### config.mk
export PLATFORM = sky130hd
export DESIGN_NAME = stepper_speed_ramp
export DESIGN_NICKNAME = d
export VERILOG_FILES = /design/src/sv/ssr_pkg.sv /design/src/sv/ssr_div.sv /design/src/sv/ssr_ctrl.sv /design/src/sv/ssr_dp.sv /design/src/sv/stepper_speed_ramp.sv
export SDC_FILE = /design/constraint.sdc
export NUM_CORES = 1
export LEC_CHECK = 0
export ABC_AREA = 1
export BUFFER_PORTS_ARGS = -buffer_cell sky130_fd_sc_hd__buf_2
export CORE_MARGIN = 4
export CORE_UTILIZATION = 55
export DETAILED_ROUTE_END_ITERATION = 7
export GPL_ROUTABILITY_DRIVEN = 0
export HOLD_SLACK_MARGIN = 0.03
export PLACE_DENSITY = 0.83
export SETUP_SLACK_MARGIN = 0.2
export SLEW_MARGIN = 5
export SYNTH_ARGS = -nofsm -noshare
export SYNTH_HDL_FRONTEND = slang
export SYNTH_HIERARCHICAL = 1
export SYNTH_SLANG_ARGS = --single-unit
### constraint.sdc
create_clock -name clk -period 6.7 [get_ports clk]
set_input_delay 0.335 -clock clk [delete_from_list [all_inputs] [get_ports clk]]
set_output_delay 0.335 -clock clk [all_outputs]
set_load 0.01 [all_outputs]
### src/sv/ssr_pkg.sv
`timescale 1ns / 1ps
// ----------------------------------------------------------------------------
// ssr_pkg
// Shared types, widths and constants of the stepper speed ramp controller.
// ----------------------------------------------------------------------------
package ssr_pkg;

  localparam int RELOAD_BITS  = 16;
  localparam int BASE_BITS    = 27;
  localparam int FREQ_BITS    = 16;
  localparam int STEP_BITS    = 10;
  localparam int KIND_BITS    = 3;
  localparam int CFG_IDX_BITS = 2;
  localparam int DIV_CNT_BITS = $clog2(BASE_BITS + 1);

  localparam logic [BASE_BITS-1:0]   CLK_HZ_RST    = BASE_BITS'(1014084);
  localparam logic [FREQ_BITS-1:0]   MIN_FREQ_RST  = FREQ_BITS'(100);
  localparam logic [STEP_BITS-1:0]   RAMP_STEP_RST = STEP_BITS'(10);
  localparam logic [RELOAD_BITS-1:0] RELOAD_RST    = RELOAD_BITS'(1000);

  typedef enum logic [CFG_IDX_BITS-1:0] {
    CFG_CLK_HZ    = 2'd0,
    CFG_MIN_FREQ  = 2'd1,
    CFG_RAMP_STEP = 2'd2
  } cfg_reg_t;

  typedef enum logic [KIND_BITS-1:0] {
    K_TICK      = 3'd0,
    K_START     = 3'd1,
    K_CHANGE    = 3'd2,
    K_SOFT_STOP = 3'd3,
    K_HARD_STOP = 3'd4,
    K_SET_DIR   = 3'd5
  } kind_t;

  typedef enum logic [1:0] {
    MODE_IDLE   = 2'd0,
    MODE_START  = 2'd1,
    MODE_CHANGE = 2'd2,
    MODE_STOP   = 2'd3
  } mode_t;

  typedef enum logic [2:0] {
    ST_IDLE,
    ST_MIN_GO,
    ST_MIN_WAIT,
    ST_TGT_GO,
    ST_TGT_WAIT,
    ST_APPLY
  } state_t;

  typedef struct packed {
    logic accept;
    logic div_start;
    logic div_sel_tgt;
    logic cap_min;
    logic cap_tgt;
    logic apply;
  } cmd_t;

  typedef struct packed {
    kind_t kind;
    logic  div_done;
    logic  out_free;
  } sts_t;

  // quotient to timer reload: q - 1, saturated, and 0 for q of 0
  function automatic logic [RELOAD_BITS-1:0] reload_sat(input logic [BASE_BITS-1:0] q);
    logic [BASE_BITS-1:0] qm1;
    qm1 = q - BASE_BITS'(1);
    if (q == '0) begin
      return '0;
    end else if (qm1 > BASE_BITS'({RELOAD_BITS{1'b1}})) begin
      return {RELOAD_BITS{1'b1}};
    end else begin
      return qm1[RELOAD_BITS-1:0];
    end
  endfunction

endpackage

### src/sv/ssr_div.sv
`timescale 1ns / 1ps
// ----------------------------------------------------------------------------
// ssr_div
// Restoring divider, one quotient bit per cycle.
// ----------------------------------------------------------------------------
module ssr_div (
  input  logic                           clk,
  input  logic                           rst,
  input  logic                           start,
  input  logic [ssr_pkg::BASE_BITS-1:0]  dividend,
  input  logic [ssr_pkg::FREQ_BITS-1:0]  divisor,
  output logic                           done,
  output logic [ssr_pkg::BASE_BITS-1:0]  quotient
);
  import ssr_pkg::*;

  logic                    busy;
  logic [DIV_CNT_BITS-1:0] cnt;
  logic [FREQ_BITS-1:0]    rem;
  logic [FREQ_BITS-1:0]    dvsr;
  logic [BASE_BITS-1:0]    quo;
  logic [FREQ_BITS:0]      shifted;
  logic                    fits;

  assign shifted  = {rem, quo[BASE_BITS-1]};
  assign fits     = shifted >= {1'b0, dvsr};
  assign quotient = quo;

  always_ff @(posedge clk) begin
    if (rst) begin
      busy <= 1'b0;
      done <= 1'b0;
      cnt  <= '0;
    end else begin
      done <= 1'b0;
      if (start) begin
        busy <= 1'b1;
        cnt  <= DIV_CNT_BITS'(BASE_BITS);
      end else if (busy) begin
        cnt <= cnt - DIV_CNT_BITS'(1);
        if (cnt == DIV_CNT_BITS'(1)) begin
          busy <= 1'b0;
          done <= 1'b1;
        end
      end
    end
  end

  always_ff @(posedge clk) begin
    if (start) begin
      rem  <= '0;
      quo  <= dividend;
      dvsr <= divisor;
    end else if (busy) begin
      if (fits) begin
        rem <= FREQ_BITS'(shifted - {1'b0, dvsr});
      end else begin
        rem <= shifted[FREQ_BITS-1:0];
      end
      quo <= {quo[BASE_BITS-2:0], fits};
    end
  end

endmodule

### src/sv/ssr_ctrl.sv
`timescale 1ns / 1ps
// ----------------------------------------------------------------------------
// ssr_ctrl
// Sequencer: accepts a request, runs the needed divisions, applies the update.
// ----------------------------------------------------------------------------
module ssr_ctrl (
  input  logic                          clk,
  input  logic                          rst,
  input  logic                          cmd_valid,
  input  logic [ssr_pkg::KIND_BITS-1:0] kind,
  output logic                          cmd_stall,
  input  ssr_pkg::sts_t                 sts,
  output ssr_pkg::cmd_t                 cmd
);
  import ssr_pkg::*;

  state_t state;
  state_t state_next;

  always_ff @(posedge clk) begin
    if (rst) begin
      state <= ST_IDLE;
    end else begin
      state <= state_next;
    end
  end

  always_comb begin
    state_next = state;
    cmd        = '0;
    cmd_stall  = (state != ST_IDLE);
    case (state)
      ST_IDLE: begin
        if (cmd_valid) begin
          cmd.accept = 1'b1;
          case (kind_t'(kind))
            K_START, K_SOFT_STOP: state_next = ST_MIN_GO;
            K_CHANGE:             state_next = ST_TGT_GO;
            default:              state_next = ST_APPLY;
          endcase
        end
      end
      ST_MIN_GO: begin
        cmd.div_start = 1'b1;
        state_next    = ST_MIN_WAIT;
      end
      ST_MIN_WAIT: begin
        if (sts.div_done) begin
          cmd.cap_min = 1'b1;
          state_next  = (sts.kind == K_START) ? ST_TGT_GO : ST_APPLY;
        end
      end
      ST_TGT_GO: begin
        cmd.div_start   = 1'b1;
        cmd.div_sel_tgt = 1'b1;
        state_next      = ST_TGT_WAIT;
      end
      ST_TGT_WAIT: begin
        if (sts.div_done) begin
          cmd.cap_tgt = 1'b1;
          state_next  = ST_APPLY;
        end
      end
      ST_APPLY: begin
        if (sts.out_free) begin
          cmd.apply  = 1'b1;
          state_next = ST_IDLE;
        end
      end
      default: begin
        state_next = ST_IDLE;
      end
    endcase
  end

endmodule

### src/sv/ssr_dp.sv
`timescale 1ns / 1ps
// ----------------------------------------------------------------------------
// ssr_dp
// Datapath: config registers, reload conversion, ramp state and result register.
// ----------------------------------------------------------------------------
module ssr_dp (
  input  logic                             clk,
  input  logic                             rst,
  input  logic                             cfg_wr_en,
  input  logic [ssr_pkg::CFG_IDX_BITS-1:0] cfg_index,
  input  logic [ssr_pkg::BASE_BITS-1:0]    cfg_data,
  input  logic [ssr_pkg::KIND_BITS-1:0]    kind,
  input  logic [ssr_pkg::FREQ_BITS-1:0]    target_freq,
  input  logic                             dir_in,
  output logic                             rsp_valid,
  input  logic                             rsp_stall,
  output logic [ssr_pkg::RELOAD_BITS-1:0]  reload_value,
  output logic                             pulses_on,
  output logic                             driver_enable,
  output logic                             dir_out,
  output logic                             ramping,
  input  ssr_pkg::cmd_t                    cmd,
  output ssr_pkg::sts_t                    sts
);
  import ssr_pkg::*;

  logic [BASE_BITS-1:0]   clk_hz;
  logic [FREQ_BITS-1:0]   min_freq;
  logic [STEP_BITS-1:0]   ramp_step;

  kind_t                  kind_q;
  logic [FREQ_BITS-1:0]   freq_q;
  logic                   dir_q;

  logic [RELOAD_BITS-1:0] min_reload;
  logic [RELOAD_BITS-1:0] tgt_reload;

  logic [RELOAD_BITS-1:0] current_reload, current_reload_next;
  logic [RELOAD_BITS-1:0] goal_reload, goal_reload_next;
  mode_t                  ramp_mode, ramp_mode_next;
  logic                   output_running, output_running_next;
  logic                   enable_line, enable_line_next;
  logic                   direction_line, direction_line_next;

  logic                   div_done;
  logic [BASE_BITS-1:0]   div_quo;
  logic [FREQ_BITS-1:0]   div_dvsr;
  logic [RELOAD_BITS-1:0] step_ext;
  logic [RELOAD_BITS-1:0] diff;
  logic [RELOAD_BITS-1:0] ticked;

  assign div_dvsr = cmd.div_sel_tgt ? freq_q : min_freq;

  ssr_div u_div (
    .clk      (clk),
    .rst      (rst),
    .start    (cmd.div_start),
    .dividend (clk_hz),
    .divisor  (div_dvsr),
    .done     (div_done),
    .quotient (div_quo)
  );

  assign sts.kind     = kind_q;
  assign sts.div_done = div_done;
  assign sts.out_free = !rsp_valid || !rsp_stall;

  always_ff @(posedge clk) begin
    if (rst) begin
      clk_hz    <= CLK_HZ_RST;
      min_freq  <= MIN_FREQ_RST;
      ramp_step <= RAMP_STEP_RST;
    end else if (cfg_wr_en) begin
      case (cfg_reg_t'(cfg_index))
        CFG_CLK_HZ:    clk_hz    <= cfg_data;
        CFG_MIN_FREQ:  min_freq  <= cfg_data[FREQ_BITS-1:0];
        CFG_RAMP_STEP: ramp_step <= cfg_data[STEP_BITS-1:0];
        default: ;
      endcase
    end
  end

  // request latch and division results
  always_ff @(posedge clk) begin
    if (cmd.accept) begin
      kind_q <= kind_t'(kind);
      freq_q <= target_freq;
      dir_q  <= dir_in;
    end
    if (cmd.cap_min) begin
      min_reload <= (min_freq == '0) ? '0 : reload_sat(div_quo);
    end
    if (cmd.cap_tgt) begin
      tgt_reload <= (freq_q == '0) ? '0 : reload_sat(div_quo);
    end
  end

  // one ramp tick toward the goal
  always_comb begin
    step_ext = RELOAD_BITS'(ramp_step);
    diff     = '0;
    ticked   = current_reload;
    if (current_reload > goal_reload) begin
      diff   = current_reload - goal_reload;
      ticked = (diff <= step_ext) ? goal_reload : current_reload - step_ext;
    end else if (current_reload < goal_reload) begin
      diff   = goal_reload - current_reload;
      ticked = (diff <= step_ext) ? goal_reload : current_reload + step_ext;
    end
  end

  always_comb begin
    current_reload_next = current_reload;
    goal_reload_next    = goal_reload;
    ramp_mode_next      = ramp_mode;
    output_running_next = output_running;
    enable_line_next    = enable_line;
    direction_line_next = direction_line;
    case (kind_q)
      K_TICK: begin
        if (ramp_mode != MODE_IDLE) begin
          current_reload_next = ticked;
          if (ticked == goal_reload) begin
            if (ramp_mode == MODE_START) begin
              enable_line_next = 1'b1;
            end else if (ramp_mode == MODE_STOP) begin
              output_running_next = 1'b0;
            end
            ramp_mode_next = MODE_IDLE;
          end
        end
      end
      K_START: begin
        output_running_next = 1'b1;
        goal_reload_next    = tgt_reload;
        if (tgt_reload >= min_reload) begin
          current_reload_next = tgt_reload;
          enable_line_next    = 1'b1;
          ramp_mode_next      = MODE_IDLE;
        end else begin
          current_reload_next = min_reload;
          ramp_mode_next      = MODE_START;
        end
      end
      K_CHANGE: begin
        goal_reload_next = tgt_reload;
        ramp_mode_next   = (current_reload == tgt_reload) ? MODE_IDLE : MODE_CHANGE;
      end
      K_SOFT_STOP: begin
        goal_reload_next = min_reload;
        if (current_reload >= min_reload) begin
          output_running_next = 1'b0;
          ramp_mode_next      = MODE_IDLE;
        end else begin
          ramp_mode_next = MODE_STOP;
        end
      end
      K_HARD_STOP: begin
        output_running_next = 1'b0;
        ramp_mode_next      = MODE_IDLE;
      end
      K_SET_DIR: begin
        direction_line_next = dir_q;
      end
      default: ;
    endcase
  end

  always_ff @(posedge clk) begin
    if (rst) begin
      current_reload <= RELOAD_RST;
      goal_reload    <= RELOAD_RST;
      ramp_mode      <= MODE_IDLE;
      output_running <= 1'b0;
      enable_line    <= 1'b0;
      direction_line <= 1'b0;
    end else if (cmd.apply) begin
      current_reload <= current_reload_next;
      goal_reload    <= goal_reload_next;
      ramp_mode      <= ramp_mode_next;
      output_running <= output_running_next;
      enable_line    <= enable_line_next;
      direction_line <= direction_line_next;
    end
  end

  // result register
  always_ff @(posedge clk) begin
    if (rst) begin
      rsp_valid <= 1'b0;
    end else if (cmd.apply) begin
      rsp_valid <= 1'b1;
    end else if (!rsp_stall) begin
      rsp_valid <= 1'b0;
    end
  end

  always_ff @(posedge clk) begin
    if (cmd.apply) begin
      reload_value  <= current_reload_next;
      pulses_on     <= output_running_next;
      driver_enable <= enable_line_next;
      dir_out       <= direction_line_next;
      ramping       <= (ramp_mode_next != MODE_IDLE);
    end
  end

endmodule

### src/sv/stepper_speed_ramp.sv
`timescale 1ns / 1ps
// ----------------------------------------------------------------------------
// stepper_speed_ramp
// Step-pulse period controller with a linear reload ramp.
//
// Requests (kind, target_freq, dir_in) arrive on cmd_valid / cmd_stall; each
// request gives exactly one result (reload_value, pulses_on, driver_enable,
// dir_out, ramping) on rsp_valid / rsp_stall, showing the state after it.
// One request is worked at a time. Tick, hard stop and set direction go
// straight to the apply state, which loads the result register once the
// result side is free. Change speed runs one frequency-to-reload division,
// soft stop one, start two; each division goes through a shared restoring
// divider, one quotient bit per cycle. After the result loads, the block is
// idle and takes the next request. The result register frees the request
// side: a new request is taken while a result waits, and the block holds
// its update until the receiver drops rsp_stall. Configuration writes
// (cfg_wr_en, cfg_index, cfg_data) go straight to the config registers.
// Synchronous reset loads the default registers, reload 1000, idle ramp,
// output and enable lines off; no result is pending after reset.
// ----------------------------------------------------------------------------
module stepper_speed_ramp (
  input  logic                             clk,
  input  logic                             rst,
  input  logic                             cfg_wr_en,
  input  logic [ssr_pkg::CFG_IDX_BITS-1:0] cfg_index,
  input  logic [ssr_pkg::BASE_BITS-1:0]    cfg_data,
  input  logic                             cmd_valid,
  output logic                             cmd_stall,
  input  logic [ssr_pkg::KIND_BITS-1:0]    kind,
  input  logic [ssr_pkg::FREQ_BITS-1:0]    target_freq,
  input  logic                             dir_in,
  output logic                             rsp_valid,
  input  logic                             rsp_stall,
  output logic [ssr_pkg::RELOAD_BITS-1:0]  reload_value,
  output logic                             pulses_on,
  output logic                             driver_enable,
  output logic                             dir_out,
  output logic                             ramping
);
  import ssr_pkg::*;

  cmd_t cmd;
  sts_t sts;

  ssr_ctrl u_ctrl (
    .clk       (clk),
    .rst       (rst),
    .cmd_valid (cmd_valid),
    .kind      (kind),
    .cmd_stall (cmd_stall),
    .sts       (sts),
    .cmd       (cmd)
  );

  ssr_dp u_dp (
    .clk           (clk),
    .rst           (rst),
    .cfg_wr_en     (cfg_wr_en),
    .cfg_index     (cfg_index),
    .cfg_data      (cfg_data),
    .kind          (kind),
    .target_freq   (target_freq),
    .dir_in        (dir_in),
    .rsp_valid     (rsp_valid),
    .rsp_stall     (rsp_stall),
    .reload_value  (reload_value),
    .pulses_on     (pulses_on),
    .driver_enable (driver_enable),
    .dir_out       (dir_out),
    .ramping       (ramping),
    .cmd           (cmd),
    .sts           (sts)
  );

endmodule
==> flow_metrics.env <==
export IMPL_slew_headroom_pct=15.4
export IMPL_core_area_um2=29800
export IMPL_viasPerCell=5.95
export IMPL_synth_compound_area_share_pct=12.6
export IMPL_rows=63
export IMPL_htreeDepth=1
export IMPL_critical_path_max_stage_delay_ns=0.61
export IMPL_portBuffers=75
export IMPL_io_pins=76
export IMPL_post_cts_setup_buffers=0
export IMPL_synth_cells=2361
export IMPL_syn2layout_area_growth_pct=10.8
export IMPL_dr_total_vias=16900
export IMPL_cts_buffers=26
export IMPL_grt_pass1_vias=15900
export IMPL_yosys_area_share_simple_pct=30.3
export IMPL_clock_path_buffers=3
export IMPL_final_period_utilization_pct=79.4
export IMPL_fin_nets=2614
export IMPL_fmax_mhz=188
export IMPL_hp_class="in2reg"
export IMPL_async_reset_ff_share_pct=0
export IMPL_antenna_found_initial=1
export IMPL_tightest_slew_ns=1.27
export IMPL_dieArea_um2=33200
export IMPL_placed_cell_area_um2=17300
export IMPL_synth_fa_ha_area_share_pct=9.75
export IMPL_holdWs_ns=0.0489
export IMPL_cpMostUsedCell="nand2_1"
export IMPL_start_util_pct=56.0
export IMPL_hold_viol_final=0
export IMPL_die_h_um=182
export IMPL_crit_required_ns=6.98
export IMPL_path_class="reg2reg"
export IMPL_synth_nets=2542
export IMPL_status="complete, no violations"
export IMPL_critPathTopFamily="simple AND/OR/NAND/NOR gates"
export IMPL_hpwl_um=37600
export IMPL_leakagePower_uw=0.00886
export IMPL_cp_num_buf_inv=1
export IMPL_routed_wl_um=50400
export IMPL_fin_ws_ns=1.38
export IMPL_timing_setup_tns_ns=0
export IMPL_fin_area_um2=18500
export IMPL_root_buffer="clkbuf_16"
export IMPL_skew_ns=0.0214
export IMPL_clk_pin_slew_ns=0.06
export IMPL_synth_area_um2=16700
export IMPL_synth_top_family_by_area="simple AND/OR/NAND/NOR gates"
export IMPL_synth_mux_area_share_pct=0.0675
export IMPL_synth_flop_cell="dfxtp_1"
export IMPL_drt_pass1_iterations=6
export IMPL_yosysSeqAreaShare_pct=34.7
export IMPL_slowest_stage="dfxtp_1"
export IMPL_synth_cell_types=62
export IMPL_p_per_area_nw_per_um2=459
export IMPL_antenna_left=0
export IMPL_dp_slack_ns=1.59
export IMPL_setup_violations=0
export IMPL_yosysWarningCount=6
export IMPL_routedWlPerCell_um=17.7
export IMPL_grt_pass1_wl_um=80700
export IMPL_layout_min_cycle_time_ns=5.32
export IMPL_post_cts_resized=0
export IMPL_path_max_fanout=20
export IMPL_drive_above_1_share_pct=8.28
export IMPL_cts_tree="built"
export IMPL_drv_slew=0
export IMPL_grt_usage_pct=29.5
export IMPL_gr_total_overflow=0
export IMPL_dr_first_iter_drc_count=2284
export IMPL_max_vdd_ir_drop_mv=0.355
export IMPL_rsz0062_at_grt="false"
export IMPL_clock_latency_ns=0.54
export IMPL_drv_cap=0
export IMPL_n_antenna_cell=0
export IMPL_synth_edff_count=115
export IMPL_cp_start_kind="register"
export IMPL_avgSynthCellArea_um2=7.06
export IMPL_grt_max_degree=55
export IMPL_die_x_um=182
export IMPL_end_kind="register"
export IMPL_ys_ff_latch=232
export IMPL_synth_xor_area_share_pct=3.31
export IMPL_worst_ep_arrival_time_ns=5.60
export IMPL_drt_drc_violations_left=0
export IMPL_cts_sinks=232
-- Yosys cell counts (all sizes together), types with 2 or more instances --
cell type,n,area share (%)
nand3b,9,0.41
o21bai,6,0.27
o2111ai,6,0.32
a21boi,2,0.090
xnor2,18,0.95
nand4,26,0.98
o31ai,2,0.090
xor2,45,2.4
nand2,662,15
nor2,225,5.5
a21o,9,0.41
edfxtp,115,21
o21ai,139,4.2
o22ai,15,0.56
a211oi,2,0.090
and3,2,0.075
o221ai,14,0.74
a31oi,4,0.15
inv,305,6.9
ha,122,9.2
clkbuf,55,1.2
o211ai,11,0.50
nor4,16,0.60
clkinv,7,0.19
or2,4,0.15
buf,22,0.96
o21a,6,0.27
a221oi,2,0.11
dfxtp,117,14
a21oi,147,4.4
nand3,200,6.3
fa,5,0.60
nor3,30,0.90
-- worst paths after layout --
path	start	to	slack, ns	depth (start not counted)
setup / recovery	u_dp/current_reload[3]	u_dp/ramping	1.38	29
hold / removal	cfg_data[14]	u_dp/clk_hz[14]	0.05	3
setup reg to reg	u_dp/current_reload[3]	u_dp/ramping	1.38	29
hold reg to reg	u_dp/clk_hz[6]	u_dp/clk_hz[6]	0.46	2
-- final cells by class --
type | count | area, µm²
clock inverter | 18 | 150
clock buffer | 29 | 682
multi-input combinational | 1740 | 9380
fill | 2532 | 11300
timing repair buffer | 121 | 798
tap | 390 | 488
inverter | 312 | 1180
sequential | 232 | 5800
-- routing by layer --
layer	wire length (µm)	vias to the layer above	global-route usage, %	share of wire (%)
li1	-	7932	-	-
met1	19200	7686	37.7	38
met2	22600	1064	47.6	45
met5	13	-	0	0.026
met3	5440	229	5.32	11
met4	3130	2	15.5	6.2
-- cells in the final DEF (no fill, tap or decap), types with 10 or more instances in the layout --
master         synthesis  routed
inv_2                 10      10
o21ai_0              129     129
o211ai_1              11      11
nor2_2                11      14
buf_4                  9      15
nand4_1               26      26
nand2_1              650     650
a21oi_1              146     146
o221ai_1              14      14
edfxtp_1             115     115
nor4_1                16      14
ha_1                 122     122
clkbuf_16              0      26
dlygate4sd3_1          0      31
buf_2                  8      75
nor3_1                30      26
inv_1                294     294
xnor2_1               18      18
nor2_1               207     203
xor2_1                45      45
o22ai_1               15      15
dfxtp_1              117     117
nand3_1              192     192
-- what timing repair did --
action | in CTS | in global routing
hold buffers | 31 | 0
endpoints found under the hold margin | 31 | 0
endpoints found under the setup margin | 0 | 0
-- report_power, final --
part | switching [µW] | internal (µW)
sequential | 288 | 1840
combinational | 3410 | 1580
clock | 595 | 780
total | 4290 | 4200
-- per-stage QoR --
stage / utilization [%] / total power [µW] / std cells
after floorplan: - / 5830 / 2361
final: 62.0 / 8490 / 2842
after CTS: 62.0 / 8310 / 2842
after global routing: 62.0 / 9090 / 2842
after global placement: 58.2 / 6710 / 2764
after detailed placement: 58.2 / 6900 / 2764
-- kinds of logic (layout without fill, tap and decap cells) --
kind of cell | after synthesis | in the layout
buf+inv | 389 | 480
simple gates | 1178 | 1178
fa+ha+maj | 127 | 127
mux | 1 | 1
xor+xnor | 63 | 63
compound gates | 371 | 371
flops | 232 | 232
-- worst register-to-register path: cells and delay by family, from the launching register on --
kind                     cells  cell delay [ns]
AND/OR/NAND/NOR             24             2.95
AO/OA/AOI/OAI                1             0.28
adder cells (fa/ha/maj)      2             0.76
flip-flops                   1             0.61
XOR/XNOR                     1             0.24
buffers and inverters        1             0.23
No activity file was read; power rests on OpenSTA's default activity.
